===== config.mk =====
export PLATFORM = sky130hd
export DESIGN_NAME = bounded_array_list_unit_flat
export DESIGN_NICKNAME = d
export VERILOG_FILES = /design/src/bal_pkg.sv /design/src/bal_if.sv /design/src/bal_dp.sv /design/src/bal_ctrl.sv /design/src/bounded_array_list_unit.sv /design/src/flat_wrapper.sv
export SDC_FILE = /design/constraint.sdc
export NUM_CORES = 1
export LEC_CHECK = 0
export BUFFER_PORTS_ARGS = -buffer_cell sky130_fd_sc_hd__buf_2
export CAP_MARGIN = 20
export CELL_PAD_IN_SITES_DETAIL_PLACEMENT = 1
export CELL_PAD_IN_SITES_GLOBAL_PLACEMENT = 2
export CORE_MARGIN = 8
export CORE_UTILIZATION = 47
export DETAILED_ROUTE_END_ITERATION = 10
export PLACE_DENSITY = 0.81
export SLEW_MARGIN = 20
export SYNTH_ARGS = -nofsm -noshare
export SYNTH_HDL_FRONTEND = slang
export SYNTH_HIERARCHICAL = 1
export SYNTH_SLANG_ARGS = --single-unit

===== constraint.sdc =====
create_clock -name clk -period 7.2 [get_ports clk]
set_input_delay 0 -clock clk [delete_from_list [all_inputs] [get_ports clk]]
set_output_delay 0 -clock clk [all_outputs]
set_load 0.03 [all_outputs]

===== src/bal_pkg.sv =====
// Package for the bounded array list unit: sizes, operation and status codes,
// controller states and the command/status structs between controller and datapath.
// No dependencies.
package bal_pkg;

	localparam int DEPTH = 16;
	localparam int AW    = $clog2(DEPTH);
	localparam int CW    = $clog2(DEPTH + 1);
	localparam int DW    = 32;
	localparam int KW    = 3;
	localparam int POSW  = 4;
	localparam int CAPW  = 5;
	localparam int STW   = 2;

	localparam logic [CAPW-1:0] CAP_RESET = CAPW'(16);

	typedef enum logic [KW-1:0] {
		K_APPEND = 3'd0,
		K_SET    = 3'd1,
		K_INSERT = 3'd2,
		K_GET    = 3'd3,
		K_REMOVE = 3'd4
	} kind_t;

	typedef enum logic [STW-1:0] {
		ST_OK    = 2'd0,
		ST_FULL  = 2'd1,
		ST_RANGE = 2'd2,
		ST_EMPTY = 2'd3
	} status_t;

	typedef enum logic [2:0] {
		AS_POS,
		AS_COUNT,
		AS_IDX,
		AS_IDX_DN,
		AS_IDX_UP
	} addr_sel_t;

	typedef enum logic [2:0] {
		IX_HOLD,
		IX_LOAD_COUNT,
		IX_LOAD_POS,
		IX_DEC,
		IX_INC
	} idx_op_t;

	typedef enum logic [1:0] {
		CN_HOLD,
		CN_INC,
		CN_DEC
	} cnt_op_t;

	typedef enum logic [3:0] {
		S_IDLE,
		S_DECIDE,
		S_READ,
		S_UP_RD,
		S_UP_WR,
		S_UP_FIN,
		S_DN_RD,
		S_DN_WR,
		S_DONE
	} state_t;

	typedef struct packed {
		logic      load_req;
		logic      mem_re;
		logic      mem_we;
		logic      wdata_from_mem;
		addr_sel_t addr_sel;
		idx_op_t   idx_op;
		cnt_op_t   cnt_op;
		logic      set_status;
		status_t   status_val;
		logic      clr_dout;
		logic      cap_dout;
		logic      load_rsp;
	} ctrl_cmd_t;

	typedef struct packed {
		logic [KW-1:0] kind;
		logic          pos_bad;
		logic          full;
		logic          empty;
		logic          up_more;
		logic          dn_more;
		logic          dn_more_next;
		logic          rsp_busy;
	} dp_stat_t;

endpackage


===== src/bal_if.sv =====
// Channel interfaces for the bounded array list unit: request, result and capacity write.
// Depends on bal_pkg for field widths.
interface bal_req_if;
	logic                             valid;
	logic                             ready;
	logic [bal_pkg::KW-1:0]           kind;
	logic [bal_pkg::POSW-1:0]         position;
	logic signed [bal_pkg::DW-1:0]    data_in;

	modport source (output valid, kind, position, data_in, input ready);
	modport sink (input valid, kind, position, data_in, output ready);
endinterface

interface bal_rsp_if;
	logic                             valid;
	logic                             ready;
	logic [bal_pkg::STW-1:0]          status;
	logic signed [bal_pkg::DW-1:0]    data_out;
	logic [bal_pkg::CAPW-1:0]         entry_total;

	modport source (output valid, status, data_out, entry_total, input ready);
	modport sink (input valid, status, data_out, entry_total, output ready);
endinterface

interface bal_cfg_if;
	logic                             valid;
	logic                             ready;
	logic [bal_pkg::CAPW-1:0]         data;

	modport source (output valid, data, input ready);
	modport sink (input valid, data, output ready);
endinterface


===== src/bal_dp.sv =====
// Datapath of the bounded array list unit: request registers, entry memory,
// count, shift index, capacity register and the result register.
// Depends on bal_pkg.
module bal_dp (
	input  logic                          clk,
	input  logic                          arst_n,
	input  bal_pkg::ctrl_cmd_t            cmd,
	output bal_pkg::dp_stat_t             stat,
	input  logic                          req_valid,
	input  logic [bal_pkg::KW-1:0]        req_kind,
	input  logic [bal_pkg::POSW-1:0]      req_position,
	input  logic signed [bal_pkg::DW-1:0] req_data_in,
	input  logic                          cfg_we,
	input  logic [bal_pkg::CAPW-1:0]      cfg_data,
	input  logic                          rsp_ready,
	output logic                          rsp_valid,
	output logic [bal_pkg::STW-1:0]       rsp_status,
	output logic signed [bal_pkg::DW-1:0] rsp_data_out,
	output logic [bal_pkg::CAPW-1:0]      rsp_entry_total
);

	logic [bal_pkg::KW-1:0]     kind_q;
	logic [bal_pkg::POSW-1:0]   pos_q;
	logic [bal_pkg::DW-1:0]     data_q;
	logic [bal_pkg::CW-1:0]     count_q;
	logic [bal_pkg::AW-1:0]     idx_q;
	logic [bal_pkg::CAPW-1:0]   cap_q;
	bal_pkg::status_t           status_q;
	logic [bal_pkg::DW-1:0]     dout_q;
	logic [bal_pkg::DW-1:0]     rdata_q;
	logic [bal_pkg::DW-1:0]     mem_q [bal_pkg::DEPTH];
	logic                       rsp_valid_q;
	logic [bal_pkg::STW-1:0]    rsp_status_q;
	logic [bal_pkg::DW-1:0]     rsp_data_q;
	logic [bal_pkg::CAPW-1:0]   rsp_total_q;

	logic [bal_pkg::AW-1:0]     addr;
	logic [bal_pkg::DW-1:0]     wdata;
	logic [bal_pkg::CAPW:0]     cap_eff;
	logic [bal_pkg::CW:0]       pos_ext;
	logic [bal_pkg::CW:0]       idx_ext;
	logic [bal_pkg::CW:0]       count_ext;

	// The request registers load only on an accepted transaction.
	logic load_req;
	assign load_req = cmd.load_req && req_valid;

	always_comb begin
		unique case (cmd.addr_sel)
			bal_pkg::AS_POS:    addr = bal_pkg::AW'(pos_q);
			bal_pkg::AS_COUNT:  addr = count_q[bal_pkg::AW-1:0];
			bal_pkg::AS_IDX:    addr = idx_q;
			bal_pkg::AS_IDX_DN: addr = idx_q - 1'b1;
			bal_pkg::AS_IDX_UP: addr = idx_q + 1'b1;
			default:            addr = idx_q;
		endcase
	end

	assign wdata = cmd.wdata_from_mem ? rdata_q : data_q;

	// A capacity above the depth acts as the depth.
	assign cap_eff   = ({1'b0, cap_q} > (bal_pkg::CAPW + 1)'(bal_pkg::DEPTH))
		? (bal_pkg::CAPW + 1)'(bal_pkg::DEPTH) : {1'b0, cap_q};
	assign pos_ext   = (bal_pkg::CW + 1)'(pos_q);
	assign idx_ext   = (bal_pkg::CW + 1)'(idx_q);
	assign count_ext = {1'b0, count_q};

	always_comb begin
		stat.kind         = kind_q;
		stat.pos_bad      = pos_ext >= count_ext;
		stat.full         = (bal_pkg::CAPW + 1)'(count_q) >= cap_eff;
		stat.empty        = count_q == '0;
		stat.up_more      = (idx_ext - 1'b1) > pos_ext;
		stat.dn_more      = (idx_ext + 1'b1) < count_ext;
		stat.dn_more_next = (idx_ext + 2'd2) < count_ext;
		stat.rsp_busy     = rsp_valid_q;
	end

	always_ff @(posedge clk) begin
		if (cmd.mem_we) begin
			mem_q[addr] <= wdata;
		end
		if (cmd.mem_re) begin
			rdata_q <= mem_q[addr];
		end
	end

	always_ff @(posedge clk) begin
		if (load_req) begin
			pos_q  <= req_position;
			data_q <= req_data_in;
		end
		if (cmd.clr_dout) begin
			dout_q <= '0;
		end else if (cmd.cap_dout) begin
			dout_q <= rdata_q;
		end
		unique case (cmd.idx_op)
			bal_pkg::IX_LOAD_COUNT: idx_q <= count_q[bal_pkg::AW-1:0];
			bal_pkg::IX_LOAD_POS:   idx_q <= bal_pkg::AW'(pos_q);
			bal_pkg::IX_DEC:        idx_q <= idx_q - 1'b1;
			bal_pkg::IX_INC:        idx_q <= idx_q + 1'b1;
			default:                idx_q <= idx_q;
		endcase
		if (cmd.set_status) begin
			status_q <= cmd.status_val;
		end
		if (cmd.load_rsp) begin
			rsp_status_q <= status_q;
			rsp_data_q   <= dout_q;
			rsp_total_q  <= bal_pkg::CAPW'(count_q);
		end
	end

	always_ff @(posedge clk or negedge arst_n) begin
		if (!arst_n) begin
			kind_q      <= '0;
			count_q     <= '0;
			cap_q       <= bal_pkg::CAP_RESET;
			rsp_valid_q <= 1'b0;
		end else begin
			if (load_req) begin
				kind_q <= req_kind;
			end
			unique case (cmd.cnt_op)
				bal_pkg::CN_INC: count_q <= count_q + 1'b1;
				bal_pkg::CN_DEC: count_q <= count_q - 1'b1;
				default:         count_q <= count_q;
			endcase
			if (cfg_we) begin
				cap_q <= cfg_data;
			end
			if (cmd.load_rsp) begin
				rsp_valid_q <= 1'b1;
			end else if (rsp_ready) begin
				rsp_valid_q <= 1'b0;
			end
		end
	end

	assign rsp_valid       = rsp_valid_q;
	assign rsp_status      = rsp_status_q;
	assign rsp_data_out    = rsp_data_q;
	assign rsp_entry_total = rsp_total_q;

endmodule


===== src/bal_ctrl.sv =====
// Controller of the bounded array list unit: decodes each request and steps
// the datapath through reads, entry shifts and the result hand-off.
// Depends on bal_pkg.
module bal_ctrl (
	input  logic               clk,
	input  logic               arst_n,
	input  logic               req_valid,
	output logic               req_ready,
	input  logic               rsp_ready,
	input  bal_pkg::dp_stat_t  stat,
	output bal_pkg::ctrl_cmd_t cmd
);

	bal_pkg::state_t state_q;
	bal_pkg::state_t state_d;

	always_ff @(posedge clk or negedge arst_n) begin
		if (!arst_n) begin
			state_q <= bal_pkg::S_IDLE;
		end else begin
			state_q <= state_d;
		end
	end

	always_comb begin
		state_d            = state_q;
		req_ready          = 1'b0;
		cmd.load_req       = 1'b0;
		cmd.mem_re         = 1'b0;
		cmd.mem_we         = 1'b0;
		cmd.wdata_from_mem = 1'b0;
		cmd.addr_sel       = bal_pkg::AS_POS;
		cmd.idx_op         = bal_pkg::IX_HOLD;
		cmd.cnt_op         = bal_pkg::CN_HOLD;
		cmd.set_status     = 1'b0;
		cmd.status_val     = bal_pkg::ST_OK;
		cmd.clr_dout       = 1'b0;
		cmd.cap_dout       = 1'b0;
		cmd.load_rsp       = 1'b0;

		unique case (state_q)
			bal_pkg::S_IDLE: begin
				req_ready    = 1'b1;
				cmd.load_req = 1'b1;
				if (req_valid) begin
					state_d = bal_pkg::S_DECIDE;
				end
			end
			bal_pkg::S_DECIDE: begin
				cmd.clr_dout   = 1'b1;
				cmd.set_status = 1'b1;
				state_d        = bal_pkg::S_DONE;
				unique case (stat.kind)
					bal_pkg::K_APPEND: begin
						if (stat.full) begin
							cmd.status_val = bal_pkg::ST_FULL;
						end else begin
							cmd.addr_sel = bal_pkg::AS_COUNT;
							cmd.mem_we   = 1'b1;
							cmd.cnt_op   = bal_pkg::CN_INC;
						end
					end
					bal_pkg::K_SET, bal_pkg::K_GET: begin
						if (stat.pos_bad) begin
							cmd.status_val = bal_pkg::ST_RANGE;
						end else begin
							cmd.mem_re = 1'b1;
							state_d    = bal_pkg::S_READ;
						end
					end
					bal_pkg::K_INSERT: begin
						// The position is checked before fullness.
						if (stat.pos_bad) begin
							cmd.status_val = bal_pkg::ST_RANGE;
						end else if (stat.full) begin
							cmd.status_val = bal_pkg::ST_FULL;
						end else begin
							cmd.idx_op = bal_pkg::IX_LOAD_COUNT;
							state_d    = bal_pkg::S_UP_RD;
						end
					end
					bal_pkg::K_REMOVE: begin
						if (stat.empty) begin
							cmd.status_val = bal_pkg::ST_EMPTY;
						end else if (stat.pos_bad) begin
							cmd.status_val = bal_pkg::ST_RANGE;
						end else begin
							cmd.mem_re = 1'b1;
							cmd.idx_op = bal_pkg::IX_LOAD_POS;
							state_d    = bal_pkg::S_READ;
						end
					end
					default: begin
						cmd.status_val = bal_pkg::ST_RANGE;
					end
				endcase
			end
			bal_pkg::S_READ: begin
				cmd.cap_dout = 1'b1;
				state_d      = bal_pkg::S_DONE;
				if (stat.kind == bal_pkg::K_SET) begin
					cmd.mem_we = 1'b1;
				end else if (stat.kind == bal_pkg::K_REMOVE) begin
					if (stat.dn_more) begin
						state_d = bal_pkg::S_DN_RD;
					end else begin
						cmd.cnt_op = bal_pkg::CN_DEC;
					end
				end
			end
			bal_pkg::S_UP_RD: begin
				cmd.addr_sel = bal_pkg::AS_IDX_DN;
				cmd.mem_re   = 1'b1;
				state_d      = bal_pkg::S_UP_WR;
			end
			bal_pkg::S_UP_WR: begin
				cmd.addr_sel       = bal_pkg::AS_IDX;
				cmd.mem_we         = 1'b1;
				cmd.wdata_from_mem = 1'b1;
				cmd.idx_op         = bal_pkg::IX_DEC;
				state_d            = stat.up_more ? bal_pkg::S_UP_RD : bal_pkg::S_UP_FIN;
			end
			bal_pkg::S_UP_FIN: begin
				cmd.mem_we = 1'b1;
				cmd.cnt_op = bal_pkg::CN_INC;
				state_d    = bal_pkg::S_DONE;
			end
			bal_pkg::S_DN_RD: begin
				cmd.addr_sel = bal_pkg::AS_IDX_UP;
				cmd.mem_re   = 1'b1;
				state_d      = bal_pkg::S_DN_WR;
			end
			bal_pkg::S_DN_WR: begin
				cmd.addr_sel       = bal_pkg::AS_IDX;
				cmd.mem_we         = 1'b1;
				cmd.wdata_from_mem = 1'b1;
				cmd.idx_op         = bal_pkg::IX_INC;
				if (stat.dn_more_next) begin
					state_d = bal_pkg::S_DN_RD;
				end else begin
					cmd.cnt_op = bal_pkg::CN_DEC;
					state_d    = bal_pkg::S_DONE;
				end
			end
			bal_pkg::S_DONE: begin
				if (!stat.rsp_busy || rsp_ready) begin
					cmd.load_rsp = 1'b1;
					state_d      = bal_pkg::S_IDLE;
				end
			end
			default: begin
				state_d = bal_pkg::S_IDLE;
			end
		endcase
	end

endmodule


===== src/bounded_array_list_unit.sv =====
// Top level of the bounded array list unit: joins the controller and datapath
// to the request, result and capacity channels.
// Depends on bal_pkg, bal_if, bal_ctrl and bal_dp.
//
//   channel | role   | payload                           | transaction
//   req     | sink   | kind, position, data_in           | valid && ready
//   rsp     | source | status, data_out, entry_total     | valid && ready
//   cfg     | sink   | data (capacity)                   | valid && ready
//
// After acceptance, append and failed requests pass from the decide state straight to the
// result; get and set first read the entry (set then writes it), and insert and remove
// shift the entries from the position on one at a time; the result is loaded into the
// output register in the final state. The single-port entry memory moves one entry per read/write pair.
// The next request is taken while a result waits, but it holds in its final state
// until the waiting result is taken. Reset clears the count and control and sets the
// capacity to 16; entries are not cleared. Capacity writes are always accepted.
module bounded_array_list_unit (
	input logic          clk,
	input logic          arst_n,
	bal_req_if.sink      req,
	bal_rsp_if.source    rsp,
	bal_cfg_if.sink      cfg
);

	bal_pkg::ctrl_cmd_t cmd;
	bal_pkg::dp_stat_t  stat;

	assign cfg.ready = 1'b1;

	bal_ctrl u_ctrl (
		.clk       (clk),
		.arst_n    (arst_n),
		.req_valid (req.valid),
		.req_ready (req.ready),
		.rsp_ready (rsp.ready),
		.stat      (stat),
		.cmd       (cmd)
	);

	bal_dp u_dp (
		.clk             (clk),
		.arst_n          (arst_n),
		.cmd             (cmd),
		.stat            (stat),
		.req_valid       (req.valid),
		.req_kind        (req.kind),
		.req_position    (req.position),
		.req_data_in     (req.data_in),
		.cfg_we          (cfg.valid),
		.cfg_data        (cfg.data),
		.rsp_ready       (rsp.ready),
		.rsp_valid       (rsp.valid),
		.rsp_status      (rsp.status),
		.rsp_data_out    (rsp.data_out),
		.rsp_entry_total (rsp.entry_total)
	);

endmodule

===== src/flat_wrapper.sv =====
// flat-port wrapper written by rule: the top's interface ports become plain ports
module bounded_array_list_unit_flat 
  (clk, arst_n, req_valid, req_kind, req_position, req_data_in, req_ready, rsp_valid, rsp_status, rsp_data_out, rsp_entry_total, rsp_ready, cfg_valid, cfg_data, cfg_ready);
  bal_req_if req_i ();
  bal_rsp_if rsp_i ();
  bal_cfg_if cfg_i ();
  input logic clk;
  input logic arst_n;
  input wire logic [$bits(req_i.valid)-1:0] req_valid;
  input wire logic [$bits(req_i.kind)-1:0] req_kind;
  input wire logic [$bits(req_i.position)-1:0] req_position;
  input wire logic [$bits(req_i.data_in)-1:0] req_data_in;
  output wire logic [$bits(req_i.ready)-1:0] req_ready;
  output wire logic [$bits(rsp_i.valid)-1:0] rsp_valid;
  output wire logic [$bits(rsp_i.status)-1:0] rsp_status;
  output wire logic [$bits(rsp_i.data_out)-1:0] rsp_data_out;
  output wire logic [$bits(rsp_i.entry_total)-1:0] rsp_entry_total;
  input wire logic [$bits(rsp_i.ready)-1:0] rsp_ready;
  input wire logic [$bits(cfg_i.valid)-1:0] cfg_valid;
  input wire logic [$bits(cfg_i.data)-1:0] cfg_data;
  output wire logic [$bits(cfg_i.ready)-1:0] cfg_ready;
  assign req_i.valid = req_valid;
  assign req_i.kind = req_kind;
  assign req_i.position = req_position;
  assign req_i.data_in = req_data_in;
  assign req_ready = req_i.ready;
  assign rsp_valid = rsp_i.valid;
  assign rsp_status = rsp_i.status;
  assign rsp_data_out = rsp_i.data_out;
  assign rsp_entry_total = rsp_i.entry_total;
  assign rsp_i.ready = rsp_ready;
  assign cfg_i.valid = cfg_valid;
  assign cfg_i.data = cfg_data;
  assign cfg_ready = cfg_i.ready;
  bounded_array_list_unit u_core (.clk(clk), .arst_n(arst_n), .req(req_i), .rsp(rsp_i), .cfg(cfg_i));
endmodule

# Yosys cells after proc, flatten, opt, wreduce, memory -nomap -nowiden
# Memories as Yosys holds them, arrays and structs flattened. A register that Yosys moved wholly into a read port is not among the register bits.
# Cells that the tools add are included.
# Widths: inputs -> output; s select.
dict set report word_totals {
  regBits 131
  mem_bits_rw 512
  inputBits 49
  output_inout_bits 42
  word_cells 121
  mem_count 1
}
dict set report op_classes {
  addsub 7
  magnitude_cmp 6
  eq_ne 23
  mux 56
  reduce_logical 15
}
# name depth word_bits rd rd_ports_with_merged_regs write_ports line_no
set memory_table {}
lappend memory_table {u_core.u_dp.mem_q 16 32 1 1 1 bal_dp.sv:31} ;# logic [bal_pkg::DW-1:0] mem_q [bal_pkg::DEPTH];
# op count
set op_table {}
lappend op_table {{$mux 4} 11}
lappend op_table {{$pmux 4 s9} 1}
lappend op_table {{$mux 32} 1}
lappend op_table {{$pmux 4 s4} 2}
lappend op_table {{$mux 2} 10}
lappend op_table {{$mux 1} 19}
lappend op_table {{$eq 4x3->1 const B} 4}
lappend op_table {{$pmux 2 s4} 2}
lappend op_table {{$eq 3x2->1 const B} 5}
lappend op_table {{$pmux 3 s4} 1}
lappend op_table {{$pmux 4 s3} 1}
lappend op_table {{$lt 5x5->1} 2}
lappend op_table {{$pmux 5 s2} 1}
lappend op_table {{$eq 3x1->1 const B} 3}
lappend op_table {{$eq 3x3->1 const B} 3}
lappend op_table {{$pmux 3 s3} 1}
lappend op_table {{$eq 4x2->1 const B} 2}
lappend op_table {{$gt 6x4->1} 1}
lappend op_table {{$logic_not 3->1} 2}
lappend op_table {{$reduce_or 2->1} 3}
lappend op_table {{$add 4x1->5 const B} 1}
lappend op_table {{$add 4x2->5 const B} 1}
lappend op_table {{$add 5x1->5 const B} 1}
lappend op_table {{$ge 4x5->1} 1}
lappend op_table {{other kinds (25)} 28}

# Longest topological paths before layout
dict set report depth {
  depth_word 9
  ltp_mapped 21
}

# Modules after synthesis
# Netlist, hierarchy kept.
# module instances cells_per_inst area_per_inst_um2 seq_area_each_um2
set modules_own_cells {}
lappend modules_own_cells {bal_dp 1 1606 27058.5 19760.2}
lappend modules_own_cells {bal_ctrl 1 82 573.0 100.1}
lappend modules_own_cells {bounded_array_list_unit 1 2 11.3 0.0}

# Worst setup path after synthesis
# Ideal clock, no wire load.
dict set report synth_timing {
  path_type {register to register}
  start {register u_core/u_dp/count_q[0] (netlist name)}
  end {memory u_core/u_dp/mem_q[4][0] (netlist name), enable pin}
  setup_time_ps 461
  t_arrival_ps 5899
  slack_ps 840
  stages_incl_launch_ff 19
  path_buffers 4
  period_less_slack_ps 6360
  cell_sequence {dfrtp_1 > buf_2 > inv_1 > ha_1 > nand2b_1 > a21o_1 > a21oi_1 > nor2b_1 > o21ai_0 > nand2b_1 > or4_4 > o31ai_1 > buf_4 > mux2_2 > a32o_1 > or2_1 > buf_2 > buf_2 > nor3_1}
}
# element line_no
set synth_rtl {}
lappend synth_rtl {{from (decl)} bal_dp.sv:25} ;# logic [bal_pkg::CW-1:0] count_q;
lappend synth_rtl {{from (signal assigned)} bal_dp.sv:126} ;# bal_pkg::CN_INC: count_q <= count_q + 1'b1;
lappend synth_rtl {{from (signal assigned)} bal_dp.sv:127} ;# bal_pkg::CN_DEC: count_q <= count_q - 1'b1;
lappend synth_rtl {{from (signal assigned)} bal_dp.sv:128} ;# default: count_q <= count_q;
lappend synth_rtl {{to (decl)} bal_dp.sv:31}

==> qor.yml <==
finish:
  insertedDiodeCount: 0
  fin_nets: 1935
  regArea_mm2: 0.0199
  n_fill_cell: 5425
  area_delta_synth_final_pct: 15.3
  final_cell_count_no_fill: 2682
  drive_gt1_share_pct: 25.2
  multiInputGateArea_mm2: 0.00721
yosys:
  synth_seq_cells: 675
  yosysSeqAreaShare_pct: 71.8
  ys_async_sr_fraction_pct: 2.67
  synth_top_area_cell: "edfxtp_1"
  synth_cell_type_count: 70
  syn_avg_cell_area_um2: 16.4
  synth_warnings: 6
  synthTopCellsByArea: "edfxtp_1, mux2_2, mux2i_1, dfxtp_1, dfrtp_1"
  syn_nets: 1770
  yosysTopAreaCellShare_pct: 67.9
  syn_inst: 1690
  syn_area_mm2: 0.0276
  synth_edf_count: 625
  ys.flop_type: "edfxtp_1"
worst_setup_path:
  timing.rr.end: "u_core/u_dp/mem_q[2][12]"
  slowest_stage: "nor2_4"
  worstPathCellList: "inv_1 > ha_1 > nand2b_1 > a21o_1 > a21oi_1 > nor2b_1 > o21ai_0 > nand2b_1 > or4_4 > o31ai_2 > buf_4 > or4b_1 > nand4_4 > nor2_4 > nand3_1 > nor2_4 > buf_4"
  cp.required_ps: 7490
  cp-end-kind: "flop"
  crit_type: "reg -> reg"
  r2r_setup_slack_ps: 1410
  timing.rr.start: "u_core/u_dp/count_q[0]"
  start_kind: "flop"
  cp_top_family: "simple AND/OR/NAND/NOR gates"
  critPathBufInv: 3
  cp.arrival_ps: 6080
  reg2regPathDepth: 17
  cpPeakStageDelay_ps: 800
  cp_max_fo: 29
placement:
  dp.cells: 2495
  gp_congestion: 0.806
  port_buffers: 89
  dp_hpwl_um: 42100
hold_path:
  hold_end: "u_core/u_dp/data_q[19]"
  whs_path_depth: 2
  worstHoldStart: "req_data_in[19]"
  hold_path_class: "in -> reg"
cts:
  cts_repair_resize_count: 0
  cts_root_buf: "clkbuf_16"
  clock_path_buffers: 3
  path_clk_slew_ps: 60
  cts_tree: "done"
  cts_setup_buffers: 0
  clock-sinks: 675
  cts_max_level: 3
  clock_latency_ps: 620
  hold_buffers: 58
  cts_made_buffers: 72
pwr:
  leakage_nw: 10.6
  max-vdd-ir-drop_mv: 0.218
  p_total_w: 0.0111
  pwr_density_cell_mw_per_mm2: 348
flow_run:
  maxCapViolCount: 0
timing:
  clock_skew_ps: 29.2
  max_clock_freq_mhz: 173
  hold_viol: 0
  min_period_over_period_pct: 80.4
  finalSetupTns_ps: 0
  min_period_ps: 5790
  rsz0062_at_grt: "no"
  tightest_slew_ps: 1070
  maxSlewViolCount: 0
  slew_headroom_pct: 27.7
  setup_viol: 0
drt:
  via_per_inst: 5.95
  drt_iter0_markers: 1182
  first_pass_iters: 6
  ant_nets: 0
  avgRoutedWirePerCell_um: 26.6
  drcViolationCount: 0
  wirelength_um: 71300
  vias: 16000
grt:
  grt.total_usage_pct: 21.2
  grt_pass1_wl_um: 108000
  grt_max_degree: 57
  overflow: 0
  grt_pass1_vias: 17200
  antenna_found_initial: 0
floorplan:
  pin_count: 91
  die_w_um: 259
  dieArea_mm2: 0.0668
  rows: 89
  start_util_pct: 47.2
  die_y_um: 259
  core_mm2: 0.0586
run_status:
  status: "completed"
metal layers:
| metal | global-route usage, % | wire length, µm | vias to the layer above |
|---|---|---|---|
| met4 | 7.70 | 2180 | 0 |
| met5 | 0 | 0 | - |
| met1 | 27.2 | 29500 | 8337 |
| met3 | 3.67 | 4090 | 128 |
| met2 | 35.9 | 35500 | 479 |
| li1 | - | - | 7022 |
through the flow:
stage	setup slack [ps]	hold slack (ps)	util, %	area [µm²]
6_report	1410	99.6	54.4	31900
5_1_grt	970	101	54.4	31900
4_1_cts	1380	64.3	54.4	31800
3_5_place_dp	1440	-26.5	49.6	29100
3_3_place_gp	1590	-40.6	49.6	29100
2_1_floorplan	840	-296	-	27600
power breakdown:
part	internal, W	switching, W
Combinational	0.000935	0.00177
Sequential	0.00475	0.000158
Clock	0.00200	0.00148
Total	0.00768	0.00341
cell type report:
class	instances	share of cell area (%)
flip-flops and latches	675	62.3
multi-input cells	871	22.6
clock buffers	95	6.05
repair buffers	205	4.77
well taps	773	3.03
clock inverters	33	0.856
inverters	30	0.353
registers in the layout (all words and copies together) (netlist names), 5 cells and up:
| signal | flops |
|---|---|
| u_core/u_dp/dout_q | 32 |
| u_core/u_dp/mem_q | 512 |
| u_core/u_dp/cap_q | 5 |
| u_core/u_dp/count_q | 5 |
| u_core/u_dp/data_q | 32 |
| u_core/u_dp/rsp_data_out | 32 |
| u_core/u_dp/rsp_entry_total | 5 |
| u_core/u_dp/rdata_q | 32 |
logic make-up (layout without fill, tap and decap cells):
logic type,count (synthesis),count (layout),synth area share [%]
AO/OA/AOI/OAI,280,280,7.34
XOR/XNOR,12,12,0.380
adder cells (fa/ha/maj),31,31,1.43
buffers and inverters,144,363,2.62
flip-flops,675,675,71.8
multiplexers,296,296,11.6
other,1,1,0.0136
AND/OR/NAND/NOR,251,251,4.76
how the worst max path moves through the flow:
| stage | start | end | slack, ps | cells past startpoint |
|---|---|---|---|---|
| after global routing | u_core/u_dp/count_q[0] | u_core/u_dp/mem_q[2][12] | 970 | 17 |
| after floorplan | u_core/u_dp/count_q[0] | u_core/u_dp/mem_q[4][0] | 840 | 18 |
| final | u_core/u_dp/count_q[0] | u_core/u_dp/mem_q[2][12] | 1410 | 17 |
| after global placement | u_core/u_dp/count_q[0] | u_core/u_dp/mem_q[2][12] | 1590 | 17 |
| after CTS | u_core/u_dp/count_q[0] | u_core/u_dp/mem_q[2][13] | 1380 | 17 |
| after detailed placement | u_core/u_dp/count_q[0] | u_core/u_dp/mem_q[3][7] | 1440 | 16 |
cells in the mapped netlist (3+ instances only):
library cell,number
nor3_1,23
inv_1,30
dfrtp_1,17
buf_2,38
or2_2,3
clkbuf_1,40
edfxtp_1,625
xnor2_1,6
mux2i_1,98
and3_1,3
nand2b_1,13
buf_1,11
nand2_1,23
nor2b_1,11
o22ai_1,35
ha_1,30
nand3_1,68
buf_6,11
o221ai_1,37
o2111ai_1,5
a21o_1,8
a21boi_0,3
o21a_1,5
nor2_1,56
a221oi_1,33
a21oi_1,17
nand4_1,33
a211oi_1,3
buf_4,14
dfxtp_1,32
xor2_1,6
o21ai_0,79
mux2_1,8
mux2_2,190
o2bb2ai_1,31
cells in the final DEF (no fill, tap or decap), types with 4 or more instances in the layout:
| cell type | count |
|---|---|
| edfxtp_1 | 625 |
| mux2_2 | 190 |
| mux2i_1 | 98 |
| buf_2 | 89 |
| o21ai_0 | 79 |
| clkbuf_16 | 73 |
| nand3_1 | 68 |
| dlygate4sd3_1 | 58 |
| buf_4 | 54 |
| nor2_1 | 50 |
| o221ai_1 | 37 |
| o22ai_1 | 34 |
| a221oi_1 | 33 |
| nand4_1 | 33 |
| dfxtp_1 | 32 |
| o2bb2ai_1 | 31 |
| ha_1 | 30 |
| inv_1 | 29 |
| nand2_1 | 23 |
| clkbuf_1 | 20 |
| dfrtp_1 | 17 |
| a21oi_1 | 15 |
| nor3_2 | 14 |
| nand2b_1 | 13 |
| clkinv_2 | 12 |
| nor2b_1 | 11 |
| nor3_1 | 9 |
| clkinv_1 | 8 |
| a21o_1 | 8 |
| mux2_1 | 8 |
| xor2_1 | 6 |
| xnor2_1 | 6 |
| clkinvlp_4 | 5 |
| o21a_1 | 5 |
| nor2_4 | 5 |
| o2111ai_1 | 5 |
| or2_2 | 4 |
(Power assumes the default switching activity.)
